[src/ndvt_pkg.sv]
// ----------------------------------------------------------------------------
// ndvt_pkg
// Shared types for the neighbor distance-vector table: operation codes and
// the control word broadcast from the sequencer to the neighbor cells.
// ----------------------------------------------------------------------------
package ndvt_pkg;

  typedef enum logic [1:0] {
    OP_UPDATE  = 2'd0,
    OP_REFRESH = 2'd1,
    OP_ADD     = 2'd2,
    OP_REMOVE  = 2'd3
  } op_e;

  typedef enum logic [2:0] {
    CK_NONE,
    CK_MATCH,
    CK_ROT,
    CK_STAMP,
    CK_LOAD,
    CK_SHIFT
  } cell_kind_e;

  typedef struct packed {
    cell_kind_e  kind;
    logic        wr;     // replace the head entry while rotating
    logic        inc;    // head write is an append
    logic [31:0] nip;
    logic [31:0] dip;
    logic [31:0] stamp;
    logic [15:0] cost;
    logic [15:0] port;
    logic [15:0] lcost;
  } cell_ctl_t;

endpackage

[src/ndvt_cell.sv]
// ----------------------------------------------------------------------------
// ndvt_cell
// One neighbor slot: address, port, link cost, stamp and a rotating list of
// destination entries. Takes the state of the next slot up on a compaction.
// ----------------------------------------------------------------------------
module ndvt_cell #(
  parameter int MAX_DESTS = 16,
  parameter int NW        = 4,
  parameter int CW        = 5,
  parameter int DCW       = 5,
  parameter int CellIdx   = 0
) (
  input  logic                 clk_i,
  input  ndvt_pkg::cell_ctl_t  ctl_i,
  input  logic [NW-1:0]        tgt_i,
  input  logic [CW-1:0]        count_i,
  input  logic [31:0]          nxt_addr_i,
  input  logic [15:0]          nxt_port_i,
  input  logic [15:0]          nxt_cost_i,
  input  logic [31:0]          nxt_stamp_i,
  input  logic [DCW-1:0]       nxt_dcnt_i,
  input  logic [31:0]          nxt_daddr_i [MAX_DESTS],
  input  logic [15:0]          nxt_ddist_i [MAX_DESTS],
  output logic [31:0]          addr_o,
  output logic [15:0]          port_o,
  output logic [15:0]          cost_o,
  output logic [31:0]          stamp_o,
  output logic [DCW-1:0]       dcnt_o,
  output logic [31:0]          daddr_o [MAX_DESTS],
  output logic [15:0]          ddist_o [MAX_DESTS],
  output logic                 hit_o
);
  import ndvt_pkg::*;

  logic [31:0]    addr_q;
  logic [15:0]    port_q;
  logic [15:0]    cost_q;
  logic [31:0]    stamp_q;
  logic [DCW-1:0] dcnt_q;
  logic [31:0]    daddr_q [MAX_DESTS];
  logic [15:0]    ddist_q [MAX_DESTS];
  logic           hit_q;
  logic           is_tgt;

  assign is_tgt = (tgt_i == NW'(CellIdx));

  always_ff @(posedge clk_i) begin
    unique case (ctl_i.kind)
      CK_MATCH: begin
        hit_q <= (CW'(CellIdx) < count_i) && (addr_q == ctl_i.nip);
      end
      CK_ROT: begin
        if (is_tgt) begin
          // head leaves at slot 0 and re-enters at the tail
          for (int k = 0; k < MAX_DESTS - 1; k++) begin
            daddr_q[k] <= daddr_q[k+1];
            ddist_q[k] <= ddist_q[k+1];
          end
          daddr_q[MAX_DESTS-1] <= ctl_i.wr ? ctl_i.dip  : daddr_q[0];
          ddist_q[MAX_DESTS-1] <= ctl_i.wr ? ctl_i.cost : ddist_q[0];
          if (ctl_i.inc) begin
            dcnt_q <= dcnt_q + DCW'(1);
          end
        end
      end
      CK_STAMP: begin
        if (is_tgt) begin
          stamp_q <= ctl_i.stamp;
        end
      end
      CK_LOAD: begin
        if (is_tgt) begin
          addr_q     <= ctl_i.nip;
          port_q     <= ctl_i.port;
          cost_q     <= ctl_i.lcost;
          stamp_q    <= ctl_i.stamp;
          dcnt_q     <= DCW'(1);
          daddr_q[0] <= ctl_i.nip;
          ddist_q[0] <= 16'd0;
        end
      end
      CK_SHIFT: begin
        if (NW'(CellIdx) >= tgt_i) begin
          addr_q  <= nxt_addr_i;
          port_q  <= nxt_port_i;
          cost_q  <= nxt_cost_i;
          stamp_q <= nxt_stamp_i;
          dcnt_q  <= nxt_dcnt_i;
          daddr_q <= nxt_daddr_i;
          ddist_q <= nxt_ddist_i;
        end
      end
      default: begin
      end
    endcase
  end

  assign addr_o  = addr_q;
  assign port_o  = port_q;
  assign cost_o  = cost_q;
  assign stamp_o = stamp_q;
  assign dcnt_o  = dcnt_q;
  assign daddr_o = daddr_q;
  assign ddist_o = ddist_q;
  assign hit_o   = hit_q;

endmodule

[config.mk]
export PLATFORM = sky130hd
export DESIGN_NAME = ndvt_cell
export DESIGN_NICKNAME = d
export VERILOG_FILES = /design/src/ndvt_pkg.sv /design/src/ndvt_cell.sv
export SDC_FILE = /design/constraint.sdc
export NUM_CORES = 2
export LEC_CHECK = 0
export ABC_AREA = 1
export BUFFER_PORTS_ARGS = -buffer_cell sky130_fd_sc_hd__clkbuf_2
export CAP_MARGIN = 20
export CORE_AREA = 2 2 737 739
export CTS_CLUSTER_SIZE = 16
export DETAILED_ROUTE_END_ITERATION = 8
export DIE_AREA = 0 0 739 741
export HOLD_SLACK_MARGIN = 0.05
export PLACE_DENSITY = 0.3
export SLEW_MARGIN = 10
export SYNTH_ARGS = -nofsm -noshare
export SYNTH_HDL_FRONTEND = slang
export SYNTH_SLANG_ARGS = --single-unit
[constraint.sdc]
create_clock -name clk_i -period 39.6 [get_ports clk_i]
set_input_delay 1.98 -clock clk_i [delete_from_list [all_inputs] [get_ports clk_i]]
set_output_delay 1.98 -clock clk_i [all_outputs]
set_load 0.02 [all_outputs]
==> flow_metrics.py <==
metrics = {
    "run_status": {
        "status": "finished, final reports clean",
    },
    "clocking": {
        "clkTransAtPathRegs_ps": 60,
        "cts_setup_buffers": 0,
        "cts_buffers": 137,
        "cts_tree": "done",
        "clk_latency_ps": 870,
        "cts_hold_buf": 0,
        "cts_buffer_depth": 4,
        "cts-resized-gates": 0,
        "cts_max_level": 4,
        "ctsRootBufferMaster": "clkbuf_16",
        "clock_sinks": 870,
    },
    "floorplanning": {
        "rows": 270,
        "die_w_um": 739,
        "core_um2": 540000,
        "die_y_um": 741,
        "ioPinCount": 1898,
        "die_area_um2": 548000,
        "initial_core_util": 0.0711,
    },
    "power_and_ir_drop": {
        "clkPwrFrac": 0.510,
        "p_total_mw": 2.49,
        "switching_share": 0.274,
        "p_leak_nw": 25.9,
        "p_sw_uw": 683,
        "combPwrFrac": 0.078,
        "powerDensity_nw_per_um2": 40.8,
        "p_int_mw": 1.81,
        "ir_worst_vdd_mv": 0.0296,
        "pwr-share-seq": 0.412,
    },
    "yosys": {
        "muxShareOfSynthArea": 0,
        "synth_adder_area_share": 0.000326,
        "synth_top_cell_area_share": 0.681,
        "seq_area_frac_synth": 0.681,
        "ys_warn_count": 0,
        "synth-xor-area-share": 0.00228,
        "synth.cell_area_um2": 38400,
        "synth_edf_count": 870,
        "synth_compound_area_frac": 0.0217,
        "syn_avg_cell_area_um2": 9.79,
        "async_flop_share": 0,
        "synth_top_family_by_area": "simple AND/OR/NAND/NOR gates",
        "postSynthCellCount": 3919,
        "ys_top_cells_by_area": "edfxtp_1 (68%), nand2_1 (25%), buf_2 (1.6%), o21ai_0 (1.4%), buf_4 (1.2%)",
        "synth_fp_nets": 4948,
        "yosys.area.top_type": "edfxtp_1",
        "synth_cell_types": 26,
        "synthSimpleGateAreaFrac": 0.255,
        "ys_ff_latch": 870,
        "synth_ff_type": "edfxtp_1",
    },
    "sta": {
        "rsz0062_at_grt": "false",
        "drv_slew": 0,
        "finalSetupViolations": 0,
        "worst_pin_slew_ps": 1390,
        "slew_headroom": 0.0746,
        "skew_ps": 75.4,
        "finalSetupTns_ps": 0,
        "whs_ps": 543,
        "max_clock_freq_ghz": 0.152,
        "fin_crit_sh": 0.166,
        "period_minus_slack_ps": 6580,
        "setup_slack_ps": 33020,
        "finalHoldViolations": 0,
    },
    "worst_setup_path": {
        "crit_chain": "clkbuf_2 > nor2_1 > nand2_1 > a21oi_4 > buf_4 > buf_4 > buf_4 > buf_4 > buf_4 > buf_4",
        "cp-start-kind": "primary input",
        "cp.required_ps": 40070,
        "crit_path_top_delay_cell": "buf_4",
        "cp.arrival_ps": 7040,
        "critPathMaxStageDelay_ps": 760,
        "crit_top_cell": "buf_4",
        "path_buf_inv": 7,
        "worst-setup-path-type": "primary input to register",
        "end_kind": "register",
        "crit_fanout": 57,
        "critical-path-top-delay-family": "buffers and inverters",
    },
    "placement": {
        "io_buffers": 1897,
        "post-dp-hpwl_mm": 385,
        "dp_cells": 12874,
        "place_area_um2": 56200,
        "dp_slack_ps": 31990,
        "gp_congestion": 1.04,
    },
    "run": {
        "drv_cap": 0,
    },
    "cells_and_area": {
        "final_common_cell": "nand2_1",
        "layout-drive-gt1-share": 0.364,
        "final_cell_mix": "nand2_1 (2522), clkbuf_2 (1896), edfxtp_1 (870)",
        "fin_cells": 13300,
        "final_area_um2": 61100,
        "post-route-util": 0.113,
        "final_nets": 6834,
        "syn2layout_area_growth_pct": 59.1,
    },
    "global_route": {
        "grt_pass1_vias": 38010,
        "grt_max_degree": 168,
        "grt_remaining_overflow": 0,
        "antenna_found_initial": 376,
        "track_usage": 0.155,
        "grt_pass1_wl_mm": 525,
    },
    "routing": {
        "vias": 38625,
        "remaining_drc_errors": 0,
        "wire_per_inst_um": 33.3,
        "postRouteAntennaNets": 0,
        "drtIter0Drc": 3611,
        "viasPerCell": 2.90,
        "drt-pass1-iter-count": 5,
        "drt_wl_total_mm": 442,
    },
    "hold_path": {
        "hp-class": "register to register",
    },
}
-- power groups by stage --
stage	clock network, mW	logic [mW]	registers (mW)
after floorplan	0	0.0620	1.06
after global placement	0	0.199	1.05
after detailed placement	0	0.198	1.05
after CTS	1.33	0.199	1.03
after global routing	1.35	0.210	1.03
final	1.27	0.193	1.03
-- Yosys cell counts (3+ instances only) --
library cell / number
o21ai_1: 16
buf_2: 123
a22o_1: 18
inv_1: 88
o21ai_0: 111
buf_4: 63
clkbuf_2: 4
nand2_1: 2522
buf_6: 3
a21oi_1: 5
nand3_1: 36
clkbuf_1: 10
xnor2_1: 8
edfxtp_1: 870
nor2_1: 28
-- cell families (layout without fill, tap and decap cells) --
logic type               count (synthesis)  count (layout)
AO/OA/AOI/OAI                          152             152
XOR/XNOR                                10              10
adder cells (fa/ha/maj)                  1               1
buffers and inverters                  296            2283
flip-flops                             870             870
other                                    0             186
AND/OR/NAND/NOR                       2590            2590
-- final cells by class --
class | instances | area, um^2
clock inverter | 75 | 807
antenna | 186 | 465
inverter | 91 | 360
sequential | 870 | 26100
fill | 62873 | 478000
tap | 7208 | 9020
timing repair buffer | 1952 | 9950
multi-input combinational | 2753 | 10800
clock buffer | 165 | 3580
-- per-layer routing --
metal	routed length, um	part of all wire	GRT usage	up-vias
met5	1330	0.0030	0	-
met4	24600	0.056	0.0728	198
met3	51200	0.12	0.0749	799
met2	202000	0.46	0.252	2224
met1	163000	0.37	0.169	18709
li1	-	-	-	16695
-- sequential cells by signal, indices dropped and copies added, names as in the netlist --
register,cells
daddr_o,512
dcnt_o,5
hit_o,1
port_o,16
stamp_o,32
cost_o,16
addr_o,32
ddist_o,256
-- worst reg2reg max path, stage by stage (launching register included) --
cell and delay, ps:
edfxtp_1 470, o21ai_0 960, o21ai_0 570
-- path summary, 6_finish.rpt --
kind,from,end,slack (ps),cells past startpoint
worst max-delay path,tgt_i[0],ddist_o[66],33020,10
worst min-delay path,daddr_o[32],daddr_o[64],540,2
worst max register to register,daddr_o[485],daddr_o[5],37200,2
worst min register to register,daddr_o[32],daddr_o[64],540,2
Note: power is estimated with default switching activity, not from simulation.
